### src/rtl/core/tphd_pkg.sv
// Shared types and constants for the temperature PID heater drive.
// No dependencies; imported by every RTL module of the block but the checker.
package tphd_pkg;

  typedef enum logic [1:0] {
    RegSetpoint = 2'd0,
    RegGainP    = 2'd1,
    RegGainI    = 2'd2,
    RegGainD    = 2'd3
  } reg_idx_e;

  typedef enum logic [1:0] {
    MulP = 2'd0,
    MulD = 2'd1,
    MulI = 2'd2
  } mul_sel_e;

  typedef struct packed {
    logic signed [15:0] setpoint;
    logic [15:0]        gain_p;
    logic [15:0]        gain_i;
    logic [15:0]        gain_d;
  } cfg_t;

  typedef struct packed {
    logic     load;      // capture error of a new beat
    mul_sel_e mul_sel;   // multiplier operand pair
    logic     acc_clr;   // acc = product
    logic     acc_add;   // acc += product
    logic     upd;       // update delta, sum, history
    logic     scale;     // scaled = acc * 500
    logic     out_load;  // load output register
  } cmd_t;

  typedef struct packed {
    logic out_free;
  } dp_status_t;

  // Register reset values
  localparam logic [15:0] SetpointRst = 16'd11520;
  localparam logic [15:0] GainPRst    = 16'd3840;
  localparam logic [15:0] GainIRst    = 16'd6400;
  localparam logic [15:0] GainDRst    = 16'd0;

  // Q8.8 thresholds
  localparam logic signed [17:0] DeltaHi   = 18'sd512;
  localparam logic signed [17:0] DeltaLo   = -18'sd512;
  localparam logic signed [17:0] SumHi     = 18'sd1280;
  localparam logic signed [17:0] SumLoInt  = -18'sd512;
  localparam logic signed [16:0] WinHi     = 17'sd768;
  localparam logic signed [16:0] WinLo     = -17'sd768;
  localparam logic signed [16:0] ForceHi   = 17'sd1280;
  localparam logic signed [16:0] ForceLo   = -17'sd512;

  // Output values
  localparam logic [11:0] OutMax = 12'd2500;
  localparam logic [11:0] OutNeg = 12'd400;
  localparam logic [11:0] OutMin = 12'd0;

endpackage

### src/rtl/core/tphd_regs.sv
// APB register file holding setpoint and the three gains.
// Depends on tphd_pkg.
module tphd_regs (
  input  logic              clk_i,
  input  logic              rst_ni,
  input  logic              psel,
  input  logic              penable,
  input  logic              pwrite,
  input  logic [3:0]        paddr,
  input  logic [31:0]       pwdata,
  output logic [31:0]       prdata,
  output logic              pready,
  output tphd_pkg::cfg_t    cfg_o
);
  import tphd_pkg::*;

  cfg_t     cfg_q;
  reg_idx_e idx;
  logic     wr_en;

  assign idx    = reg_idx_e'(paddr[3:2]);
  assign wr_en  = psel && penable && pwrite;
  assign pready = 1'b1;
  assign cfg_o  = cfg_q;

  always_ff @(posedge clk_i or negedge rst_ni) begin
    if (!rst_ni) begin
      cfg_q.setpoint <= SetpointRst;
      cfg_q.gain_p   <= GainPRst;
      cfg_q.gain_i   <= GainIRst;
      cfg_q.gain_d   <= GainDRst;
    end else if (wr_en) begin
      unique case (idx)
        RegSetpoint: cfg_q.setpoint <= pwdata[15:0];
        RegGainP:    cfg_q.gain_p   <= pwdata[15:0];
        RegGainI:    cfg_q.gain_i   <= pwdata[15:0];
        RegGainD:    cfg_q.gain_d   <= pwdata[15:0];
        default: ;
      endcase
    end
  end

  always_comb begin
    unique case (idx)
      RegSetpoint: prdata = {16'd0, cfg_q.setpoint};
      RegGainP:    prdata = {16'd0, cfg_q.gain_p};
      RegGainI:    prdata = {16'd0, cfg_q.gain_i};
      RegGainD:    prdata = {16'd0, cfg_q.gain_d};
      default:     prdata = '0;
    endcase
  end

endmodule

### src/rtl/core/tphd_ctrl.sv
// Sequencer for one sample: error capture, three multiply passes,
// scaling and output load. Depends on tphd_pkg.
module tphd_ctrl (
  input  logic                  clk_i,
  input  logic                  rst_ni,
  input  logic                  in_valid_i,
  input  tphd_pkg::dp_status_t  status_i,
  output tphd_pkg::cmd_t        cmd_o,
  output logic                  busy_o
);
  import tphd_pkg::*;

  localparam logic [2:0] StIdle  = 3'd0;
  localparam logic [2:0] StMulP  = 3'd1;
  localparam logic [2:0] StMulD  = 3'd2;
  localparam logic [2:0] StMulI  = 3'd3;
  localparam logic [2:0] StScale = 3'd4;
  localparam logic [2:0] StDone  = 3'd5;

  logic [2:0] state_q, state_d;

  assign busy_o = (state_q != StIdle);

  always_comb begin
    state_d = state_q;
    cmd_o   = '0;
    unique case (state_q)
      StIdle: begin
        if (in_valid_i) begin
          cmd_o.load = 1'b1;
          state_d    = StMulP;
        end
      end
      StMulP: begin
        cmd_o.mul_sel = MulP;
        cmd_o.acc_clr = 1'b1;
        cmd_o.upd     = 1'b1;
        state_d       = StMulD;
      end
      StMulD: begin
        cmd_o.mul_sel = MulD;
        cmd_o.acc_add = 1'b1;
        state_d       = StMulI;
      end
      StMulI: begin
        cmd_o.mul_sel = MulI;
        cmd_o.acc_add = 1'b1;
        state_d       = StScale;
      end
      StScale: begin
        cmd_o.scale = 1'b1;
        state_d     = StDone;
      end
      StDone: begin
        // wait for room in the output register
        if (status_i.out_free) begin
          cmd_o.out_load = 1'b1;
          state_d        = StIdle;
        end
      end
      default: state_d = StIdle;
    endcase
  end

  always_ff @(posedge clk_i or negedge rst_ni) begin
    if (!rst_ni) begin
      state_q <= StIdle;
    end else begin
      state_q <= state_d;
    end
  end

endmodule

### src/rtl/core/tphd_dp.sv
// PID datapath: error, clamped delta and sum, one shared 17x17
// multiplier with accumulator, x500 scaling, output register. Uses tphd_pkg.
module tphd_dp (
  input  logic                  clk_i,
  input  logic                  rst_ni,
  input  tphd_pkg::cfg_t        cfg_i,
  input  logic signed [15:0]    temperature_i,
  input  tphd_pkg::cmd_t        cmd_i,
  output tphd_pkg::dp_status_t  status_o,
  input  logic                  out_stall_i,
  output logic                  out_valid_o,
  output logic [11:0]           heater_drive_o
);
  import tphd_pkg::*;

  logic signed [16:0] err_q, err_d;
  logic signed [16:0] prev_err_q;
  logic signed [11:0] err_sum_q, err_sum_d;
  logic signed [10:0] delta_q, delta_d;
  logic               win_q, win_d;
  logic               force_hi_q, force_lo_q;
  logic signed [34:0] acc_q, prod_ext;
  logic signed [43:0] scaled_q, scaled_d, acc_ext;
  logic               out_valid_q;
  logic [11:0]        drive_q, drive_d;

  logic signed [17:0] diff, sum_raw;
  logic signed [16:0] mul_a, mul_b;
  logic signed [33:0] prod;
  logic               add_en;
  logic [27:0]        whole;

  assign err_d = $signed({cfg_i.setpoint[15], cfg_i.setpoint})
               - $signed({temperature_i[15], temperature_i});

  // delta and sum from the captured error
  assign diff    = $signed({err_q[16], err_q}) - $signed({prev_err_q[16], prev_err_q});
  assign sum_raw = $signed({{6{err_sum_q[11]}}, err_sum_q}) + $signed({err_q[16], err_q});
  assign win_d   = (err_q > WinLo) && (err_q < WinHi);

  always_comb begin
    if (diff > DeltaHi) begin
      delta_d = DeltaHi[10:0];
    end else if (diff < DeltaLo) begin
      delta_d = DeltaLo[10:0];
    end else begin
      delta_d = diff[10:0];
    end
  end

  // outside the window the sum is dropped; inside, it is clamped to [-2,5]
  always_comb begin
    if (!win_d) begin
      err_sum_d = '0;
    end else if (sum_raw > SumHi) begin
      err_sum_d = SumHi[11:0];
    end else if (sum_raw < SumLoInt) begin
      err_sum_d = SumLoInt[11:0];
    end else begin
      err_sum_d = sum_raw[11:0];
    end
  end

  // shared multiplier
  always_comb begin
    case (cmd_i.mul_sel)
      MulP: begin
        mul_a = err_q;
        mul_b = $signed({1'b0, cfg_i.gain_p});
      end
      MulD: begin
        mul_a = $signed({{6{delta_q[10]}}, delta_q});
        mul_b = $signed({1'b0, cfg_i.gain_d});
      end
      MulI: begin
        mul_a = $signed({{5{err_sum_q[11]}}, err_sum_q});
        mul_b = $signed({1'b0, cfg_i.gain_i});
      end
      default: begin
        mul_a = '0;
        mul_b = '0;
      end
    endcase
  end

  assign prod     = mul_a * mul_b;
  assign prod_ext = $signed({prod[33], prod});
  assign add_en   = cmd_i.acc_add && ((cmd_i.mul_sel != MulI) || win_q);

  // x500 = x512 - x8 - x4
  assign acc_ext  = $signed({{9{acc_q[34]}}, acc_q});
  assign scaled_d = (acc_ext <<< 9) - (acc_ext <<< 3) - (acc_ext <<< 2);

  assign whole = scaled_q[43:16];

  always_comb begin
    if (force_lo_q) begin
      drive_d = OutMin;
    end else if (force_hi_q) begin
      drive_d = OutMax;
    end else if (scaled_q[43]) begin
      drive_d = OutNeg;
    end else if (whole > {16'd0, OutMax}) begin
      drive_d = OutMax;
    end else begin
      drive_d = whole[11:0];
    end
  end

  // kept state and output valid
  always_ff @(posedge clk_i or negedge rst_ni) begin
    if (!rst_ni) begin
      prev_err_q  <= '0;
      err_sum_q   <= '0;
      out_valid_q <= 1'b0;
    end else begin
      if (cmd_i.upd) begin
        prev_err_q <= err_q;
        err_sum_q  <= err_sum_d;
      end
      if (cmd_i.out_load) begin
        out_valid_q <= 1'b1;
      end else if (!out_stall_i) begin
        out_valid_q <= 1'b0;
      end
    end
  end

  // working registers
  always_ff @(posedge clk_i) begin
    if (cmd_i.load) begin
      err_q <= err_d;
    end
    if (cmd_i.upd) begin
      delta_q    <= delta_d;
      win_q      <= win_d;
      force_hi_q <= (err_q > ForceHi);
      force_lo_q <= (err_q < ForceLo);
    end
    if (cmd_i.acc_clr) begin
      acc_q <= prod_ext;
    end else if (add_en) begin
      acc_q <= acc_q + prod_ext;
    end
    if (cmd_i.scale) begin
      scaled_q <= scaled_d;
    end
    if (cmd_i.out_load) begin
      drive_q <= drive_d;
    end
  end

  assign status_o.out_free = !out_valid_q || !out_stall_i;
  assign out_valid_o       = out_valid_q;
  assign heater_drive_o    = drive_q;

endmodule

### src/rtl/core/temperature_pid_heater_drive.sv
// Temperature PID heater drive: one signed Q8.8 temperature beat in, one
// 12-bit heater drive beat (0..2500) out. Error = setpoint - temperature;
// the error change is clamped to +-2.0 and the kept error sum to [-2,5],
// with the integral term used, when |error| < 3.0, else the sum is
// cleared. The PID total is scaled by 500, truncated and capped at 2500; a
// negative total gives 400; error above 5.0 forces 2500, below -2.0 forces 0.
// After a sample is accepted, the error is captured at the accepting edge,
// then come three passes of the single shared 17x17 multiplier (P, D, I),
// the x500 scale and the output register load, which waits while the output
// is stalled with a result still held. The next sample can be accepted in
// the first cycle in which the result is valid, so a new sample is taken only
// once the last one has reached the output register; a finished result waits in
// the output register while the next sample is accepted. Registers sit on an
// APB port at byte addresses 0 (setpoint), 4 (Kp), 8 (Ki), 12 (Kd), all
// 16 bits, and should only be written while no sample is in flight.
module temperature_pid_heater_drive (
  input  logic               clk_i,
  input  logic               rst_ni,
  // APB configuration
  input  logic               psel,
  input  logic               penable,
  input  logic               pwrite,
  input  logic [3:0]         paddr,
  input  logic [31:0]        pwdata,
  output logic [31:0]        prdata,
  output logic               pready,
  // sample in
  input  logic               in_valid_i,
  output logic               in_stall_o,
  input  logic signed [15:0] temperature_i,
  // drive out
  output logic               out_valid_o,
  input  logic               out_stall_i,
  output logic [11:0]        heater_drive_o
);
  import tphd_pkg::*;

  cfg_t       cfg;
  cmd_t       cmd;
  dp_status_t status;
  logic       busy;

  tphd_regs u_regs (
    .clk_i   (clk_i),
    .rst_ni  (rst_ni),
    .psel    (psel),
    .penable (penable),
    .pwrite  (pwrite),
    .paddr   (paddr),
    .pwdata  (pwdata),
    .prdata  (prdata),
    .pready  (pready),
    .cfg_o   (cfg)
  );

  // sequencer: idle state is the only one that takes a beat
  tphd_ctrl u_ctrl (
    .clk_i      (clk_i),
    .rst_ni     (rst_ni),
    .in_valid_i (in_valid_i),
    .status_i   (status),
    .cmd_o      (cmd),
    .busy_o     (busy)
  );

  tphd_dp u_dp (
    .clk_i          (clk_i),
    .rst_ni         (rst_ni),
    .cfg_i          (cfg),
    .temperature_i  (temperature_i),
    .cmd_i          (cmd),
    .status_o       (status),
    .out_stall_i    (out_stall_i),
    .out_valid_o    (out_valid_o),
    .heater_drive_o (heater_drive_o)
  );

  assign in_stall_o = busy;

endmodule

### config.mk
export PLATFORM = sky130hd
export DESIGN_NAME = temperature_pid_heater_drive
export DESIGN_NICKNAME = d
export VERILOG_FILES = /design/src/rtl/core/tphd_pkg.sv /design/src/rtl/core/tphd_regs.sv /design/src/rtl/core/tphd_ctrl.sv /design/src/rtl/core/tphd_dp.sv /design/src/rtl/core/temperature_pid_heater_drive.sv
export SDC_FILE = /design/constraint.sdc
export NUM_CORES = 1
export LEC_CHECK = 0
export ABC_CLOCK_PERIOD_IN_PS = 10700
export BUFFER_PORTS_ARGS = -buffer_cell sky130_fd_sc_hd__buf_2
export CAP_MARGIN = 20
export CORE_UTILIZATION = 25
export CTS_BUF_LIST = sky130_fd_sc_hd__clkbuf_8
export CTS_CLUSTER_DIAMETER = 30
export DETAILED_ROUTE_END_ITERATION = 16
export MAX_ROUTING_LAYER = met4
export PLACE_DENSITY_LB_ADDON = 0.2
export SLEW_MARGIN = 15
export SYNTH_ARGS = -nofsm -noshare
export SYNTH_HDL_FRONTEND = slang
export SYNTH_SLANG_ARGS = --single-unit
### constraint.sdc
create_clock -name clk_i -period 10.7 [get_ports clk_i]
set_clock_uncertainty 0.05 [all_clocks]
set_input_delay 2.14 -clock clk_i [delete_from_list [all_inputs] [get_ports clk_i]]
set_output_delay 2.14 -clock clk_i [all_outputs]
set_load 0.005 [all_outputs]
==> flow_summary.json <==
{
  "die-area_um2": 107000,
  "cts.sinks": 203,
  "start_util_pct": 25.4,
  "grt_pass1_vias": 21300,
  "cp_data_arrival_time_ns": 10.40,
  "rsz0062_at_grt": "false",
  "grt_overflow": 0,
  "synth.distinct_cells": 79,
  "fin_nets": 3602,
  "worstSetupEndpointType": "flop",
  "finalCritPeriodShare_pct": 93.9,
  "finalHoldViolations": 0,
  "dp.cells": 4322,
  "tritoncts": "done",
  "die_width_um": 327,
  "clock.fmax_ghz": 0.0996,
  "status": "completed",
  "finalSetupTns_ns": 0,
  "hold_depth": 2,
  "worstMarginPinSlew_ns": 1.07,
  "synth_edf_count": 106,
  "clockBufferDepth": 3,
  "r2r_cells": 31,
  "cts_setup_buffers": 0,
  "synth_top_flop_cell": "edfxtp_1",
  "cap_violations": 0,
  "clock_latency_ns": 0.68,
  "die_y_um": 327,
  "setup_slack_ns": 0.657,
  "cp_max_fo": 20,
  "yosysSeqAreaShare_pct": 21.3,
  "drtIter0Drc": 964,
  "vias": 20300,
  "syn_inst": 2891,
  "globalplace.congestion": 0.852,
  "synth_top_area_share_pct": 23.6,
  "max-slew-margin-rel_pct": 28.1,
  "antenna_left": 0,
  "cts_inserted_buffers": 67,
  "slowest_delay_ns": 0.88,
  "cp_common_cell": "fa_1",
  "layout-drive-gt1-share_pct": 11.5,
  "synth_top_cell_by_area": "fa_1",
  "grt_max_degree": 72,
  "grt_pass1_wl_mm": 119,
  "critical_path_class": "flop to flop",
  "yosys_warnings": 0,
  "drv_slew": 0,
  "min_period_ns": 10.04,
  "cpMaxStageDelayCell": "o21ai_0",
  "detail_route.wl_per_cell_um": 16.5,
  "groute.usage.overall_pct": 14.6,
  "num_rows": 118,
  "synth.cell_area_um2": 26400,
  "htreeDepth": 3,
  "synth_area_per_cell_um2": 9.14,
  "synthTopCellsByArea": "fa_1 24%, edfxtp_1 12%, ha_1 10%, dfrtp_1 8.1%, inv_1 6.7%",
  "ys_ff_latch": 203,
  "postSynth.asyncResetShare_pct": 47.8,
  "antenna_found_initial": 2,
  "dp_hpwl_mm": 59.7,
  "ios": 106,
  "dr.pass1.iters": 5,
  "avgViaCountPerCell": 4.57,
  "ctsRootBufferMaster": "clkbuf_8",
  "required_ns": 11.05,
  "fin_cells": 4446,
  "crit_path_start_kind": "flop",
  "syn_to_final_growth_pct": 13.6,
  "preCtsSetupSlack_ns": 0.650,
  "hold_path_class": "flop to flop",
  "drt_wl_total_mm": 73.4,
  "io_buffers": 70,
  "finalSetupViolations": 0,
  "clk_pin_slew_worst_paths_ns": 0.05,
  "core_um2": 104000,
  "drc": 0
}
## Yosys cell counts (43+ instances only)
cell,count
a21o_1,72
a21oi_1,161
clkbuf_1,72
dfrtp_1,86
edfxtp_1,106
fa_1,311
ha_1,221
inv_1,471
mux2_2,70
nand2_1,303
nor2_1,256
o21ai_0,101
xnor2_1,72
xor2_1,43
## cells in the final DEF (no fill, tap or decap), drive strengths merged, types with 29 or more instances in the layout
cell type / Yosys / final
a211oi: 32 / 32
a21o: 72 / 72
a21oi: 161 / 161
buf: 25 / 133
clkbuf: 72 / 75
dfrtp: 86 / 86
edfxtp: 106 / 106
fa: 311 / 311
ha: 221 / 221
inv: 471 / 495
mux2: 70 / 70
mux2i: 29 / 29
nand2: 303 / 303
nand3: 38 / 38
nor2: 256 / 256
nor3: 38 / 38
o21a: 38 / 38
o21ai: 126 / 126
xnor2: 72 / 72
xor2: 43 / 43
## state kept, by name (all words and copies together) (netlist names), 3 cells and up
name	flops
u_regs.cfg_o	64
u_dp.acc_q	35
u_dp.scaled_q	28
u_dp.err_q	17
u_dp.prev_err_q	17
u_dp.err_sum_q	12
u_dp.heater_drive_o	12
u_dp.delta_q	11
u_ctrl.state_q	3
## through the flow
stage               hold WS (ns)  area [um2]  utilization, %
global route               0.495       30000            28.8
detailed placement         0.457       28600            27.5
floorplan                  0.406       26500               -
CTS                        0.470       30000            28.8
finish                     0.460       30000            28.8
global placement           0.428       28600            27.5
## worst max-delay path, delay by kind of cell (launching register included)
family                   cells  cell delay, ns
adder cells (fa/ha/maj)      8            3.66
AO/OA/AOI/OAI               11            3.48
AND/OR/NAND/NOR              4            0.73
flip-flops                   1            0.68
multiplexers                 2            0.51
buffers and inverters        4            0.36
XOR/XNOR                     2            0.30
## routing by layer
metal | routed length (um) | share of wire [%] | GRT usage, % | vias to the layer above
li1 | - | - | - | 9919
met1 | 35600 | 49 | 19.5 | 9997
met2 | 33600 | 46 | 23.1 | 299
met3 | 2770 | 3.8 | 2.41 | 87
met4 | 1390 | 1.9 | 3.45 | 0
met5 | 0 | 0 | - | -
## logic make-up (layout without fill, tap and decap cells)
kind of cell | after synthesis | after routing | synth area share [%]
buffers and inverters | 568 | 726 | 8.34
flip-flops | 203 | 203 | 21.3
AO/OA/AOI/OAI | 576 | 576 | 14.0
other | 2 | 19 | 0.0284
XOR/XNOR | 115 | 115 | 3.81
adder cells (fa/ha/maj) | 532 | 532 | 34.0
AND/OR/NAND/NOR | 780 | 780 | 13.1
multiplexers | 115 | 115 | 5.45
## final cells by class
type,instances,area [um2]
Fill cell,11100,74100
Multi-Input combinational cell,2135,18700
Clock inverter,47,340
Clock buffer,75,1030
Tap cell,1380,1730
Timing Repair Buffer,133,838
Antenna cell,2,5.00
Sequential cell,203,5630
Inverter,471,1770
## final timing paths
path                       slack (ns)                 end          startpoint
setup / recovery                 0.66      u_dp.acc_q[33]   u_ctrl.state_q[0]
hold / removal                   0.46  u_dp.prev_err_q[0]  u_dp.prev_err_q[0]
setup reg to reg                 0.66      u_dp.acc_q[33]   u_ctrl.state_q[0]
hold reg to reg                  0.46  u_dp.prev_err_q[0]  u_dp.prev_err_q[0]
max in group asynchronous        7.86   u_ctrl.state_q[0]              rst_ni
min in group asynchronous        1.42    u_regs.cfg_o[30]              rst_ni
## repair_timing
| item | in CTS | in global routing |
|---|---|---|
| hold buffers | 0 | 0 |
| gates resized for setup | 0 | 2 |
| setup endpoints to repair | 0 | 1 |
| hold endpoints to repair | 0 | 0 |
Power is left out: the tool's default activity adds up to more than one toggle a clock period on the data nets, which glitch-free logic cannot reach.
